===== config.mk =====
export PLATFORM = sky130hd
export DESIGN_NAME = round_robin_task_scheduler_flat
export DESIGN_NICKNAME = d
export VERILOG_FILES = /design/src/design/rrts_pkg.sv /design/src/design/rrts_if.sv /design/src/design/round_robin_task_scheduler.sv /design/src/flat_wrapper.sv
export SDC_FILE = /design/constraint.sdc
export NUM_CORES = 1
export LEC_CHECK = 0
export BUFFER_PORTS_ARGS = -buffer_cell sky130_fd_sc_hd__buf_4
export CAP_MARGIN = 10
export CORE_ASPECT_RATIO = 1.5
export CORE_MARGIN = 3
export CORE_UTILIZATION = 52
export DETAILED_ROUTE_END_ITERATION = 6
export PLACE_DENSITY_LB_ADDON = 0.1
export SYNTH_ARGS = -nofsm -noshare
export SYNTH_HDL_FRONTEND = slang
export SYNTH_SLANG_ARGS = --single-unit

===== constraint.sdc =====
create_clock -name clk -period 4.6 [get_ports clk]
set_clock_uncertainty 0.1 [all_clocks]
set_input_delay 0 -clock clk [delete_from_list [all_inputs] [get_ports clk]]
set_output_delay 0 -clock clk [all_outputs]
set_load 0.05 [all_outputs]

===== src/design/rrts_pkg.sv =====
`default_nettype none
package rrts_pkg;
  localparam int MaxTasks = 16;
  localparam int SlotW = $clog2(MaxTasks);
  localparam int CntW = $clog2(MaxTasks + 1);

  localparam logic [2:0] ST_EMPTY = 3'd0;
  localparam logic [2:0] ST_READY = 3'd1;
  localparam logic [2:0] ST_RUNNING = 3'd2;
  localparam logic [2:0] ST_WAITING = 3'd3;
  localparam logic [2:0] ST_TERM = 3'd4;

  localparam logic [1:0] TY_BOOT = 2'd2;
  localparam logic [1:0] TY_IDLE = 2'd3;

  localparam logic [2:0] K_TICK = 3'd0;
  localparam logic [2:0] K_ADMIT = 3'd1;
  localparam logic [2:0] K_SLEEP = 3'd2;
  localparam logic [2:0] K_EXIT = 3'd3;
  localparam logic [2:0] K_YIELD = 3'd4;
  localparam logic [2:0] K_RECLAIM = 3'd5;

  localparam logic [1:0] STS_OK = 2'd0;
  localparam logic [1:0] STS_REFUSED = 2'd1;
  localparam logic [1:0] STS_INVALID = 2'd2;

  localparam logic [1:0] CFG_TIMESLICE = 2'd0;
  localparam logic [1:0] CFG_IDLE = 2'd1;

  typedef struct packed {
    logic [2:0]  kind;
    logic [3:0]  task_slot;
    logic [1:0]  task_type;
    logic [31:0] nap_ticks;
  } in_item_t;

  typedef struct packed {
    logic [3:0]  running_task;
    logic        running_valid;
    logic        switched;
    logic [1:0]  status;
    logic [15:0] woken_mask;
    logic [15:0] reclaimed_mask;
  } out_item_t;
endpackage
`default_nettype wire


===== src/design/rrts_if.sv =====
`default_nettype none
interface rrts_in_if import rrts_pkg::*; ();
  logic     valid;
  logic     ready;
  in_item_t data;
  modport source (output valid, output data, input ready);
  modport sink (input valid, input data, output ready);
endinterface

interface rrts_out_if import rrts_pkg::*; ();
  logic      valid;
  logic      ready;
  out_item_t data;
  modport source (output valid, output data, input ready);
  modport sink (input valid, input data, output ready);
endinterface
`default_nettype wire


===== src/design/round_robin_task_scheduler.sv =====
// Admit, refused and invalid events go from idle straight to result build and
// output; tick and reclaim first walk the table (one slot per cycle walk), and a
// tick that forces a yield then also scans for the next task; yield, sleep and
// exit scan for the next task. One transaction at a time: ready only while idle,
// so the next input is taken at the earliest in the cycle after the result leaves.
// Reset (synchronous rst_n low): all slots empty, no task running, slice 10, idle 0.
`default_nettype none
module round_robin_task_scheduler import rrts_pkg::*; (
  input  wire        clk,
  input  wire        rst_n,
  rrts_in_if.sink    in_ch,
  rrts_out_if.source out_ch,
  input  wire        cfg_we,
  input  wire [1:0]  cfg_index,
  input  wire [7:0]  cfg_data
);
  // sequencer states
  localparam logic [2:0] S_IDLE = 3'd0;
  localparam logic [2:0] S_WALK = 3'd1;  // tick / reclaim table walk
  localparam logic [2:0] S_SCAN = 3'd2;  // next-task scan (yield, sleep, exit, expired tick)
  localparam logic [2:0] S_DONE = 3'd3;  // build result
  localparam logic [2:0] S_OUT  = 3'd4;

  logic [2:0]  state_r, state_nxt;
  logic [2:0]  slot_state_r [MaxTasks];
  logic [1:0]  slot_type_r [MaxTasks];
  logic [31:0] sleep_r [MaxTasks];
  logic [SlotW-1:0] cur_r;
  logic        cur_v_r;
  logic [7:0]  slice_r;
  logic [7:0]  tslice_r;
  logic [3:0]  idle_r;
  in_item_t    item_r;
  logic [CntW-1:0] cnt_r;
  logic        found_r;
  logic [SlotW-1:0] next_r;
  logic        sw_r;
  logic [1:0]  sts_r;
  logic [15:0] woken_r, recl_r;
  out_item_t   res_r;

  // one slot examined per cycle
  logic [SlotW-1:0] idx;
  logic [SlotW-1:0] scan_idx;
  assign idx = cnt_r[SlotW-1:0];
  assign scan_idx = cur_v_r ? SlotW'(cur_r + SlotW'(cnt_r)) : idx;

  function automatic logic runnable(input logic [2:0] s);
    return (s == ST_READY) || (s == ST_RUNNING);
  endfunction

  logic cur_running;
  assign cur_running = cur_v_r && (slot_state_r[cur_r] == ST_RUNNING);

  logic idle_ok;
  assign idle_ok = (32'(idle_r) < MaxTasks) &&
                   runnable(slot_state_r[SlotW'(idle_r)]);

  logic [15:0] bit16;
  assign bit16 = (32'(idx) < 16) ? (16'd1 << idx[3:0]) : 16'd0;

  assign in_ch.ready = (state_r == S_IDLE);
  assign out_ch.valid = (state_r == S_OUT);
  assign out_ch.data = res_r;

  // scan covers slots cur+1..cur+15 with a current task, else 0..15
  logic [CntW-1:0] scan_end;
  assign scan_end = CntW'(MaxTasks - 1);

  // sleep, exit and yield with a current task start the scan one slot past it
  logic scan_from_next;
  assign scan_from_next = cur_v_r && (in_ch.data.kind == K_SLEEP ||
                          in_ch.data.kind == K_EXIT || in_ch.data.kind == K_YIELD);

  always_ff @(posedge clk) begin
    if (!rst_n) begin
      state_r <= S_IDLE;
      cur_r <= '0;
      cur_v_r <= 1'b0;
      slice_r <= '0;
      tslice_r <= 8'd10;
      idle_r <= '0;
      for (int i = 0; i < MaxTasks; i++) begin
        slot_state_r[i] <= ST_EMPTY;
        slot_type_r[i] <= '0;
        sleep_r[i] <= '0;
      end
    end else begin
      state_r <= state_nxt;
      if (cfg_we) begin
        if (cfg_index == CFG_TIMESLICE) tslice_r <= cfg_data;
        else if (cfg_index == CFG_IDLE) idle_r <= cfg_data[3:0];
      end
      unique case (state_r)
        S_IDLE: begin
          if (in_ch.valid) begin
            item_r <= in_ch.data;
            sw_r <= 1'b0;
            woken_r <= '0;
            recl_r <= '0;
            found_r <= 1'b0;
            cnt_r <= scan_from_next ? CntW'(1) : '0;
            unique case (in_ch.data.kind)
              K_TICK, K_RECLAIM, K_YIELD: sts_r <= STS_OK;
              K_ADMIT: begin
                if (32'(in_ch.data.task_slot) >= MaxTasks) sts_r <= STS_INVALID;
                else if (slot_state_r[SlotW'(in_ch.data.task_slot)] != ST_EMPTY)
                  sts_r <= STS_REFUSED;
                else begin
                  sts_r <= STS_OK;
                  slot_state_r[SlotW'(in_ch.data.task_slot)] <= ST_READY;
                  slot_type_r[SlotW'(in_ch.data.task_slot)] <= in_ch.data.task_type;
                  sleep_r[SlotW'(in_ch.data.task_slot)] <= '0;
                end
              end
              K_SLEEP: begin
                if (!cur_running) sts_r <= STS_INVALID;
                else begin
                  sts_r <= STS_OK;
                  slot_state_r[cur_r] <= ST_WAITING;
                  sleep_r[cur_r] <= in_ch.data.nap_ticks;
                end
              end
              K_EXIT: begin
                if (!cur_running) sts_r <= STS_INVALID;
                else if (slot_type_r[cur_r] == TY_BOOT || slot_type_r[cur_r] == TY_IDLE)
                  sts_r <= STS_REFUSED;
                else begin
                  sts_r <= STS_OK;
                  slot_state_r[cur_r] <= ST_TERM;
                end
              end
              default: sts_r <= STS_INVALID;
            endcase
          end
        end
        S_WALK: begin
          if (cnt_r < CntW'(MaxTasks)) begin
            if (item_r.kind == K_TICK) begin
              if (slot_state_r[idx] == ST_WAITING) begin
                if (sleep_r[idx] <= 32'd1) begin
                  sleep_r[idx] <= '0;
                  slot_state_r[idx] <= ST_READY;
                  woken_r <= woken_r | bit16;
                end else sleep_r[idx] <= sleep_r[idx] - 32'd1;
              end
            end else if (slot_state_r[idx] == ST_TERM &&
                         slot_type_r[idx] != TY_BOOT && slot_type_r[idx] != TY_IDLE) begin
              slot_state_r[idx] <= ST_EMPTY;
              slot_type_r[idx] <= '0;
              sleep_r[idx] <= '0;
              recl_r <= recl_r | bit16;
              if (cur_v_r && cur_r == idx) begin
                cur_v_r <= 1'b0;
                cur_r <= '0;
                slice_r <= '0;
              end
            end
            cnt_r <= cnt_r + CntW'(1);
          end else if (item_r.kind == K_TICK && cur_running) begin
            // slice accounting after the timers
            if (slice_r <= 8'd1) begin
              slice_r <= '0;
              cnt_r <= cur_v_r ? CntW'(1) : '0;
            end else slice_r <= slice_r - 8'd1;
          end
        end
        S_SCAN: begin
          if (cnt_r <= scan_end && !found_r) begin
            if (runnable(slot_state_r[scan_idx])) begin
              found_r <= 1'b1;
              next_r <= scan_idx;
            end
            cnt_r <= cnt_r + CntW'(1);
          end else begin
            // commit the pick
            if (found_r || idle_ok || cur_v_r) begin
              logic [SlotW-1:0] nx;
              nx = found_r ? next_r : (idle_ok ? SlotW'(idle_r) : cur_r);
              slice_r <= (32'(nx) == 32'(idle_r)) ? 8'd1 : tslice_r;
              if (!(cur_v_r && nx == cur_r)) begin
                if (cur_v_r && slot_state_r[cur_r] == ST_RUNNING)
                  slot_state_r[cur_r] <= ST_READY;
                slot_state_r[nx] <= ST_RUNNING;
                cur_r <= nx;
                cur_v_r <= 1'b1;
                sw_r <= 1'b1;
              end
            end
          end
        end
        S_DONE: begin
          res_r.running_valid <= cur_running;
          res_r.running_task <= cur_running ? 4'(cur_r) : 4'd0;
          res_r.switched <= sw_r;
          res_r.status <= sts_r;
          res_r.woken_mask <= woken_r;
          res_r.reclaimed_mask <= recl_r;
        end
        S_OUT: ;
        default: ;
      endcase
    end
  end

  logic scan_start_ok;
  assign scan_start_ok = (item_r.kind == K_TICK) ? (cur_running && slice_r <= 8'd1)
                         : 1'b0;

  always_comb begin
    state_nxt = state_r;
    unique case (state_r)
      S_IDLE: begin
        if (in_ch.valid) begin
          unique case (in_ch.data.kind)
            K_TICK, K_RECLAIM: state_nxt = S_WALK;
            K_YIELD: state_nxt = S_SCAN;
            K_SLEEP: state_nxt = cur_running ? S_SCAN : S_DONE;
            K_EXIT: state_nxt = (cur_running && slot_type_r[cur_r] != TY_BOOT &&
                                 slot_type_r[cur_r] != TY_IDLE) ? S_SCAN : S_DONE;
            default: state_nxt = S_DONE;
          endcase
        end
      end
      S_WALK: begin
        if (cnt_r >= CntW'(MaxTasks))
          state_nxt = scan_start_ok ? S_SCAN : S_DONE;
      end
      S_SCAN: if (!(cnt_r <= scan_end && !found_r)) state_nxt = S_DONE;
      S_DONE: state_nxt = S_OUT;
      S_OUT: if (out_ch.ready) state_nxt = S_IDLE;
      default: state_nxt = S_IDLE;
    endcase
  end

  a_ready_idle: assert property (@(posedge clk) disable iff (!rst_n)
    in_ch.ready |-> !out_ch.valid) else $error("ready while result pending");
  a_run_valid: assert property (@(posedge clk) disable iff (!rst_n)
    out_ch.valid && out_ch.data.running_valid |-> cur_v_r)
    else $error("running without current task");
  a_sw_ok: assert property (@(posedge clk) disable iff (!rst_n)
    out_ch.valid && out_ch.data.switched |-> out_ch.data.status == STS_OK)
    else $error("switch on refused event");
  a_masks: assert property (@(posedge clk) disable iff (!rst_n)
    out_ch.valid |-> (out_ch.data.woken_mask == 16'd0 ||
                      out_ch.data.reclaimed_mask == 16'd0))
    else $error("both masks set");
endmodule
`default_nettype wire


===== src/flat_wrapper.sv =====
// flat-port wrapper written by rule: the top's interface ports become plain ports
module round_robin_task_scheduler_flat import rrts_pkg::*;
  (clk, rst_n, cfg_we, cfg_index, cfg_data, in_ch_valid, in_ch_data, in_ch_ready, out_ch_valid, out_ch_data, out_ch_ready);
  rrts_in_if in_ch_i ();
  rrts_out_if out_ch_i ();
  input  wire clk;
  input  wire rst_n;
  input  wire cfg_we;
  input  wire [1:0] cfg_index;
  input  wire [7:0] cfg_data;
  input wire logic [$bits(in_ch_i.valid)-1:0] in_ch_valid;
  input wire logic [$bits(in_ch_i.data)-1:0] in_ch_data;
  output wire logic [$bits(in_ch_i.ready)-1:0] in_ch_ready;
  output wire logic [$bits(out_ch_i.valid)-1:0] out_ch_valid;
  output wire logic [$bits(out_ch_i.data)-1:0] out_ch_data;
  input wire logic [$bits(out_ch_i.ready)-1:0] out_ch_ready;
  assign in_ch_i.valid = in_ch_valid;
  assign in_ch_i.data = in_ch_data;
  assign in_ch_ready = in_ch_i.ready;
  assign out_ch_valid = out_ch_i.valid;
  assign out_ch_data = out_ch_i.data;
  assign out_ch_i.ready = out_ch_ready;
  round_robin_task_scheduler u_core (.clk(clk), .rst_n(rst_n), .in_ch(in_ch_i), .out_ch(out_ch_i), .cfg_we(cfg_we), .cfg_index(cfg_index), .cfg_data(cfg_data));
endmodule

==> metrics.md, run 1 <==
| Metric | Value |
|---|---|
| First-pass GRT wire length | 158,000 µm |
| Unique cell type count in the Yosys netlist | 89 |
| Met3 WL post-DR | 9180 µm |
| HP Start | in_ch_data[40] |
| Arrival @ worst endpoint | 4.98 ns |
| Worst setup SP type | flip-flop |
| Post-Syn Instances | 2,630 |
| Average routed wire per standard cell | 28.3 µm |
| Rel. slew slack | 0.234 |
| Most frequent cells in the layout | nor2_1 (663), edfxtp_1 (616), buf_4 (340) |
| DRC | 0 |
| Post-synthesis compound-gate area fraction | 0.0692 |
| Uppermost routed layer | met5 |
| Max Clk Rate | 0.219 GHz |
| Slew Limit Fails | 0 |
| GRT Util Overall | 0.315 |
| Final wirelength | about 110,000 µm |
| Post-synth EDFFs | 616 |
| FF+latch count, synth | 704 |
| Diode count | 0 |
| Mapped Nets | about 2,700 |
| Fin crit period | 4.57 ns |
| Fraction of layout cells with a size suffix above 1 | 0.263 |
| Clock-pin slew on the worst setup and hold paths | roughly 0.060 ns |
| Worst reg-to-reg setup slack | around 0.025 ns |
| Largest net degree at the start of global routing | 72 |
| Port Buf Inserts | 96 |
| Met2 WL | 56,400 µm |
| H-tree lvl count | 3 |
| Fillcell total | 4,807 |
| Die area | roughly 68,000 µm² |
| Worst VDD drop | 0.369 mV |
| Hpwl dp | 71,600 µm |
| DRT met1 WL | around 36,000 µm |
| Commonest non-fill, non-tap cell in the layout | nor2_1 |
| Chip height | around 320 µm |
| Total power | 17,900 µW |
| Detailed-route via count | 24,400 |
| Vias/cell | 6.30 |
| Post-route ant nets | 0 |
| Clock Latency Late Sink | 0.63 ns |
| Critical path peak fanout | 6 |
| Placeable core area | 63,800 µm² |
| Part of the cycle the worst path needs | 0.994 |
| NumNets Final | 3,043 |
| Mapped Area | roughly 34,000 µm² |
| Post-Synth Adder-Cell Area | 0.00578 |
| Largest family of logic cells by synthesized area | multiplexers |
| Worst Setup End Kind | flip-flop |
| Max Cap Viol | 0 |
| XOR/XNOR Fraction of Synth Area | 0.0127 |
| Clock sink count | roughly 700 |
| Status | finished clean |
| Setup TNS | 0 ns |
| Number of warnings issued by yosys | 0 |
| Proportion of synthesized area in mux cells | 0.145 |
| Slew @ Worst Pin | 1.15 ns |
| P per Cell Area | roughly 440 nW/µm² |
| Routability Congestion | approximately 0.95 |
| Asr flop ratio synth | 0 |
| Leakage | about 0.014 µW |
| Initial core utilization | 0.530 |
| Site row count | 113 |
| Antenna violations before repair | 1 |
| Worst Path Required | about 5 ns |
| Global route overflow | 0 |
| Critical path class | reg -> reg |
| Synth Area per Inst | 12.8 µm² |
| CTS tree | built |
| Seq/Total Area, Yosys | 0.600 |
| Clk buf depth | 3 |
| Top_reg_cell synth | edfxtp_1 |
| Endpoints failing setup | 0 |
| TritonRoute pass-1 iters | 5 |
| Root Driver | clkbuf_16 |
| Vias in the first global route | about 25,000 |
| HP Class | in -> reg |
| Final Hold Vio Count | 0 |
| Post-synthesis simple-gate area fraction | 0.135 |
| CTS buffer count | 68 |
| Area delta synth->final | 21.3% |
| Die width | 214 µm |
| Initial drt markers | 2,505 |
| IO Count | 98 |
-- power breakdown --
group / total, µW / internal, µW / leakage [µW] / switching [µW]
logic: 4840 / 2190 / 0.00644 / 2650
registers: 7460 / 7250 / 0.00699 / 208
clock network: 5610 / 3150 / 0.00106 / 2460
total: 17900 / 12600 / 0.0145 / 5320
-- critical path, stage by stage, from the launching register on --
cell,delay [ns]
dfxtp_4,0.38
buf_12,0.13
buf_4,0.15
buf_4,0.11
mux4_1,0.57
mux4_2,0.56
nand4b_1,0.37
or2_2,0.48
o41ai_4,0.41
buf_6,0.16
buf_12,0.12
mux2_4,0.36
and4_1,0.22
a311o_1,0.31
-- cells in the mapped netlist (9+ instances only) --
master | count | area (µm²)
mux4_2 | 158 | 3560
buf_1 | 21 | 78.8
nor3_1 | 50 | 250
nor2_1 | 665 | 2500
xor2_1 | 32 | 280
nand2b_1 | 14 | 87.6
clkbuf_1 | 133 | 499
nand3b_1 | 12 | 90.1
a22oi_2 | 12 | 150
dfxtp_1 | 88 | 1760
nor2b_1 | 16 | 100
o21ai_0 | 42 | 210
mux4_1 | 21 | 552
a22oi_1 | 75 | 563
nor4_1 | 24 | 150
o21a_1 | 10 | 75.1
edfxtp_1 | 616 | 18500
inv_1 | 30 | 113
and2_1 | 10 | 62.6
mux2i_1 | 52 | 521
buf_2 | 32 | 160
nand2_1 | 132 | 495
ha_1 | 14 | 175
nand3_1 | 39 | 195
o211ai_1 | 15 | 113
a21oi_1 | 88 | 440
or3_1 | 10 | 62.6
mux2_2 | 9 | 101
o21bai_1 | 11 | 82.6
a311o_1 | 10 | 100
xnor2_1 | 17 | 149
-- what timing repair did --
| action | in CTS | in global routing |
|---|---|---|
| gates cloned | 0 | 4 |
| hold endpoints to repair | 621 | 0 |
| endpoints found under the setup margin | 140 | 441 |
| hold buffers | 60 | 0 |
| gates resized for setup | 2 | 37 |
| pin swaps | 0 | 7 |
| buffers inserted | 4 | 17 |
-- metrics by stage --
step	utilization	worst slack, ns	cell area (µm²)	hold slack, ns	std cells
floorplan	-	-0.0904	33900	-0.00113	2630
global placement	0.592	-0.0866	37700	0.131	3678
detailed placement	0.592	-0.108	37700	0.138	3678
CTS	0.636	0.0000542	40600	0.0198	3858
global route	0.643	-0.0131	41000	0.0525	3880
finish	0.643	0.0255	41000	0.0514	3880
-- area by class of cell --
type	instances	area, µm²	area share
Sequential cell	704	20300	0.495
Timing Repair Buffer	475	4640	0.113
Multi-Input combinational cell	1692	12700	0.310
Clock buffer	82	1810	0.0441
Tap cell	862	1080	0.0263
Inverter	31	116	0.00284
Clock inverter	34	362	0.00882
-- cells by family (layout without fill, tap and decap cells) --
kind of cell / Yosys count / count (layout)
AOI/OAI and AO/OA: 337 / 337
and+or+nand+nor: 1039 / 1039
adders and majority gates: 15 / 15
xor gates and xnor gates: 49 / 49
DFF: 704 / 704
muxes: 252 / 252
buffers and inverters: 234 / 622
-- sequential cells by signal, indices dropped and copies added, names as in the netlist, 2 cells and up, named ones only --
register	flops
u_core.recl_r	16
u_core.sleep_r	512
u_core.slice_r	8
u_core.next_r	4
u_core.sts_r	2
u_core.slot_state_r	48
u_core.item_r	3
u_core.state_r	3
u_core.tslice_r	8
u_core.out_ch.data	40
u_core.idle_r	4
u_core.woken_r	16
u_core.cur_r	4
u_core.cnt_r	5
u_core.slot_type_r	16
-- metal layers --
metal,track usage,vias up
met2,0.560,1313
met4,0.197,2
met3,0.0636,404
met1,0.344,12200
li1,-,10500
met5,0,-
-- worst paths after layout --
check                               to  depth (start not counted)
max          u_core.slot_state_r[7][1]                         13
min                  u_core.item_r[40]                          2
max reg2reg  u_core.slot_state_r[7][1]                         13
min reg2reg     u_core.out_ch.data[25]                          0
Note: power is estimated with default switching activity, not from simulation.
==> inputs of run 2 (changes only) <==
Settings changed: CORE_ASPECT_RATIO 1.5 to not set.
==> metrics.md, run 2 (synthesis results as in run 1) <==
| Metric | Value |
|---|---|
| Status | finished clean |
| Routability Congestion | 0.918 (-2.9%) |
| Clock-pin slew on the worst setup and hold paths | 0.05 ns (about the same) |
| Detailed-route via count | 24,300 (-0.68%) |
| CP peak stage delay | 0.57 ns (about the same) |
| GRT Util Overall | 0.309 (-0.00542) |
| Post-route ant nets | 0 (unchanged) |
| Vias/cell | 6.35 (+0.85%) |
| Most frequent cells in the layout | nor2_1 (661), edfxtp_1 (616), buf_4 (285) |
| Clock Latency Late Sink | 0.63 ns (about the same) |
| Clock power frac | 0.343 (+0.030) |
| Most used cell, CP | buf_12 |
| Worst r2r dst | u_core.sleep_r[10][14] |
| Final wirelength | 104,000 µm (-5.1%) |
| First-pass GRT wire length | 154,000 µm (-2.1%) |
| Area delta synth->final | 20.4% |
| Rel. slew slack | 0.261 (+0.0265) |
| Fin crit period | 4.48 ns (-0.0932 ns) |
| Worst Setup End Kind | flip-flop |
| Cell count along the critical path | 13 (unchanged) |
| Post-Layout Cell Count | 3,821 (-1.5%) |
| FF-to-FF path depth | 13 (unchanged) |
| Die area | 68,000 µm² (about the same) |
| Comb pwr share | 0.249 (-0.021) |
| Worst setup path endpoint | u_core.sleep_r[10][14] |
| Clock sink count | 704 (unchanged) |
| Final Hold Vio Count | 0 (unchanged) |
| Commonest non-fill, non-tap cell in the layout | nor2_1 |
| Site row count | 92 (-19%) |
| Largest delay share family, worst path | simple AND/OR/NAND/NOR gates |
| Setup TNS | 0 ns (unchanged) |
| Port Buf Inserts | 96 (unchanged) |
| Worst setup margin | 0.119 ns (+0.0932 ns) |
| DRC | 0 (unchanged) |
| HP Class | in -> reg |
| P per Cell Area | 449 nW/µm² (+2.7%) |
| CTS tree | built |
| Sequential group share of total power | 0.408 (-0.008) |
| Worst reg-to-reg setup slack | 0.12 ns (+0.09 ns) |
| Critical path peak fanout | 16 (+10) |
| Initial drt markers | 2,917 (+16%) |
| Chip height | 261 µm (-18%) |
| Fraction of layout cells with a size suffix above 1 | 0.244 (-0.0187) |
| Slew Limit Fails | 0 (unchanged) |
| Total power | 18,300 µW (+2.0%) |
| Internal | 12,900 µW (+2.8%) |
| Unrepaired setup endpoints after global routing | true |
| CTS buffer count | 76 (+12%) |
| Initial core utilization | 0.531 (+0.000906) |
| H-tree lvl count | 3 (unchanged) |
| Max Cap Viol | 0 (unchanged) |
| Arrival @ worst endpoint | 4.70 ns (-0.28 ns) |
| Max reg flops | 512 (unchanged) |
| Hpwl dp | 65,900 µm (-7.9%) |
| TritonRoute pass-1 iters | 5 (unchanged) |
| Worst Path Required | 4.81 ns (-0.19 ns) |
| NumNets Final | 2,989 (-1.8%) |
| Fillcell total | 4,750 (-1.2%) |
| Max Clk Rate | 0.223 GHz (+2.1%) |
| Worst path slowest cell | or4b_1 |
| Slew @ Worst Pin | 1.11 ns (-0.0397 ns) |
| Placeable core area | 63,700 µm² (-0.17%) |
| Top reg by flops | u_core.sleep_r |
| Placed Cells incl. Taps | 3,615 (-1.7%) |
| Register area | 20,300 µm² (unchanged) |
| Critical path class | reg -> reg |
| Leakage | 0.0143 µW (-1.3%) |
| Final hold slack | 0.0572 ns (+0.00579 ns) |
| Clk buf depth | 3 (unchanged) |
| Pre-CTS WS | 0.000246 ns (+0.108 ns) |
| Worst Path Buf+Inv | 3 (-2) |
| NetSw | 5330 µW (about the same) |
| Vias in the first global route | 24,800 (-1.6%) |
| Endpoints failing setup | 0 (unchanged) |
| Part of the cycle the worst path needs | 0.974 (-0.0203) |
| Die width | 261 µm (+22%) |
| IO Count | 98 (unchanged) |
| Worst setup SP type | flip-flop |
| Antenna violations before repair | 0 (-1) |
| Root Driver | clkbuf_16 |
| Diode count | 0 (unchanged) |
| Switching share of power | 0.291 (-0.00558) |
| Crit-path cells | buf_12 > mux4_1 > mux4_2 > or4b_1 > o21a_1 > nor2_4 > nor2_2 > a21oi_2 > buf_4 > nor2b_1 > nand3_2 > nand2_2 > buf_12 |
| Worst VDD drop | 0.283 mV (-23%) |
| Average routed wire per standard cell | 27.3 µm (-3.6%) |
| Area of the multi-input gates | 12,600 µm² (-0.44%) |
| Global route overflow | 0 (unchanged) |
| Largest net degree at the start of global routing | 74 (+2.8%) |
## run 2: metal layers
layer | GRT usage | part of all wire | up-vias
li1 | - | - | 10400
met1 | 0.418 | 0.39 | 12200
met2 | 0.492 | 0.48 | 1401
met3 | 0.0644 | 0.10 | 261
met4 | 0.126 | 0.039 | 0
met5 | 0 | 0 | -
## run 2: worst register-to-register path: stages, from the launching register on
cell,delay (ns)
dfxtp_4,0.42
buf_12,0.17
mux4_1,0.56
mux4_2,0.51
or4b_1,0.57
o21a_1,0.22
nor2_4,0.15
nor2_2,0.11
a21oi_2,0.18
buf_4,0.14
nor2b_1,0.38
nand3_2,0.16
nand2_2,0.26
buf_12,0.24
## run 2: repair_timing
item / CTS / global route
buffers inserted: 0 / 1
endpoints found under the setup margin: 0 / 604
hold buffers: 67 / 0
gates resized for setup: 0 / 17
endpoints found under the hold margin: 582 / 0
## run 2: area by class of cell
cell class	count	area share
inverters	31	0.00286
well taps	846	0.0260
multi-input cells	1692	0.311
clock buffers	96	0.0502
flip-flops and latches	704	0.498
clock inverters	39	0.0125
repair buffers	413	0.0990
## run 2: power by group through the flow
stage	combinational (µW)	clock (µW)	sequential, µW
2_1_floorplan	2940	0	7510
3_3_place_gp	4300	0	7570
3_5_place_dp	4350	0	7590
4_1_cts	4410	6350	7460
5_1_grt	4820	6580	7490
6_report	4550	6260	7460
## run 2: how the worst min path moves through the flow
| stage | slack, ns | to | startpoint | cells after the start |
|---|---|---|---|---|
| after detailed placement | 0.14 | u_core.tslice_r[1] | cfg_data[1] | 3 |
| after global routing | 0.06 | u_core.item_r[40] | in_ch_data[40] | 2 |
| final | 0.06 | u_core.slot_type_r[1][1] | in_ch_data[34] | 5 |
| after global placement | 0.14 | u_core.tslice_r[6] | cfg_data[6] | 3 |
| after CTS | 0.0008 | u_core.slot_type_r[9][1] | in_ch_data[34] | 5 |
| after floorplan | -0.001 | u_core.item_r[38] | in_ch_data[38] | 0 |
## run 2: metrics by stage
step	area [µm²]	util
after floorplan	33900	-
after global placement	37300	0.586
after detailed placement	37300	0.586
after CTS	40500	0.636
after global routing	40700	0.639
final	40700	0.639
==> inputs of run 3 (changes only) <==
Settings changed: CORE_ASPECT_RATIO set to 2.
==> metrics.md, run 3 (synthesis results as in run 1) <==
| Metric | Value |
|---|---|
| Clock-pin slew on the worst setup and hold paths | 0.07 ns (+0.02 ns) |
| Final hold slack | 0.0513 ns (-0.00598 ns) |
| Unrepaired setup endpoints after global routing | true |
| Placeable core area | 64,100 µm² (+0.68%) |
| Endpoints failing setup | 0 (unchanged) |
| Slew @ Worst Pin | 1.24 ns (+0.136 ns) |
| Fraction of layout cells with a size suffix above 1 | 0.264 (+0.0200) |
| TritonRoute pass-1 iters | 5 (unchanged) |
| Vias in the first global route | 26,100 (+5.3%) |
| Root Driver | clkbuf_16 |
| Arrival @ worst endpoint | 4.76 ns (+0.06 ns) |
| Worst Setup End Kind | flip-flop |
| Post-Layout Cell Count | 3,918 (+2.5%) |
| Clk buf depth | 3 (unchanged) |
| Critical path class | reg -> reg |
| Average routed wire per standard cell | 29.4 µm (+7.6%) |
| Antenna violations before repair | 1 (+1) |
| FF-to-FF path depth | 13 (unchanged) |
| GRT Util Overall | 0.340 (+0.0310) |
| Clock sink count | 704 (unchanged) |
| CTS buffer count | 66 (-13%) |
| Max Cap Viol | 0 (unchanged) |
| HP Class | in -> reg |
| Leakage | 0.0146 µW (+1.9%) |
| Largest net degree at the start of global routing | 83 (+12%) |
| Initial core utilization | 0.527 (-0.00357) |
| Worst VDD drop | 0.371 mV (+31%) |
| Top reg by flops | u_core.sleep_r |
| Layout Utilization | 0.640 (+0.00138) |
| Routability Congestion | 0.987 (+7.5%) |
| Die width | 186 µm (-29%) |
| DRC | 0 (unchanged) |
| Detailed-route via count | 24,600 (+1.4%) |
| H-tree lvl count | 3 (unchanged) |
| Dpl cell area | 38,100 µm² (+2.1%) |
| Global route overflow | 0 (unchanged) |
| Placed Cells incl. Taps | 3,726 (+3.1%) |
| CTS tree | built |
| Vias/cell | 6.28 (-1.1%) |
| Critical path peak fanout | 12 (-4) |
| Max reg flops | 512 (unchanged) |
| Final wirelength | 115,000 µm (+10%) |
| IO Count | 98 (unchanged) |
| Fillcell total | 4,919 (+3.6%) |
| Fin crit period | 4.52 ns (+0.0417 ns) |
| Post-route ant nets | 0 (unchanged) |
| Status | finished clean |
| NumNets Final | 3,073 (+2.8%) |
| Total power | 17,500 µW (-4.0%) |
| First-pass GRT wire length | 166,000 µm (+7.5%) |
| Final Hold Vio Count | 0 (unchanged) |
| Clock Latency Late Sink | 0.64 ns (about the same) |
| Hold Path Depth | 4 (-1) |
| Final instance area | 41,000 µm² (+0.90%) |
| Max Clk Rate | 0.221 GHz (-0.92%) |
| Initial drt markers | 2,341 (-20%) |
| Site row count | 131 (+42%) |
| Port Buf Inserts | 96 (unchanged) |
| Most frequent cells in the layout | nor2_1 (663), edfxtp_1 (616), buf_4 (362) |
| Worst Path Required | 4.84 ns (+0.03 ns) |
| Part of the cycle the worst path needs | 0.983 (+0.00906) |
| Area delta synth->final | 21.5% |
| P per Cell Area | 428 nW/µm² (-4.8%) |
| Die area | 68,200 µm² (+0.27%) |
| Rel. slew slack | 0.169 (-0.0921) |
| Commonest non-fill, non-tap cell in the layout | nor2_1 |
| Chip height | 366 µm (+40%) |
| Slew Limit Fails | 0 (unchanged) |
| Worst setup SP type | flip-flop |
| Hpwl dp | 80,100 µm (+21%) |
## run 3: stage by stage
step                      setup TNS, ns  setup slack, ns
final                                 0           0.0770
after global routing            -0.0153         -0.00598
after CTS                       -0.0381         -0.00564
after detailed placement         -34.41           -0.168
after global placement            -8.00          -0.0879
after floorplan                   -8.60          -0.0904
## run 3: path summary, 6_finish.rpt
kind | endpoint | startpoint | slack [ns]
worst max-delay path | u_core.sleep_r[14][14] | flip-flop | 0.08
worst min-delay path | u_core.slot_type_r[10][1] | in_ch_data[35] | 0.05
worst max register to register | u_core.sleep_r[14][14] | flip-flop | 0.08
worst min register to register | u_core.out_ch.data[34] | u_core.sw_r | 0.32
## run 3: power by group
group / leakage, µW / internal, µW / switching [µW]
Clock: 0.00102 / 2910 / 2470
Combinational: 0.00656 / 2040 / 2670
Sequential: 0.00699 / 7250 / 204
## run 3: final cells by class
class,count,area [µm²],area share
tap,864,1080,0.0263
timing repair buffer,507,4840,0.118
inverter,31,116,0.00284
sequential,704,20300,0.494
multi-input combinational,1692,12600,0.308
clock buffer,75,1740,0.0423
clock inverter,44,335,0.00817
antenna,1,2.50,0.0000610
## run 3: per-layer routing
metal  global-route usage  wire length (µm)  up-vias
met3               0.0521              6860      466
met1                0.340             35600    12300
met4                0.280             11200        0
li1                     -                 -    10600
met5                    0                 0        -
met2                0.606             61400     1235
## run 3: repair_timing
item / 4_1_cts / 5_1_grt
hold buffers: 70 / 0
hold endpoints to repair: 578 / 0
resized for setup: 11 / 25
cloned: 0 / 1
endpoints found under the setup margin: 495 / 456
setup buffers: 0 / 1
## run 3: critical path: stages, from the launching register on
cell and delay (ns):
dfxtp_4 0.38, buf_4 0.18, mux4_1 0.59, mux4_2 0.57
or4b_4 0.55, o21a_1 0.22, nor2_4 0.15, a22o_1 0.19
a21oi_2 0.05, buf_4 0.15, nor2_1 0.35, nand3_4 0.25
nand2_2 0.25, buf_12 0.21
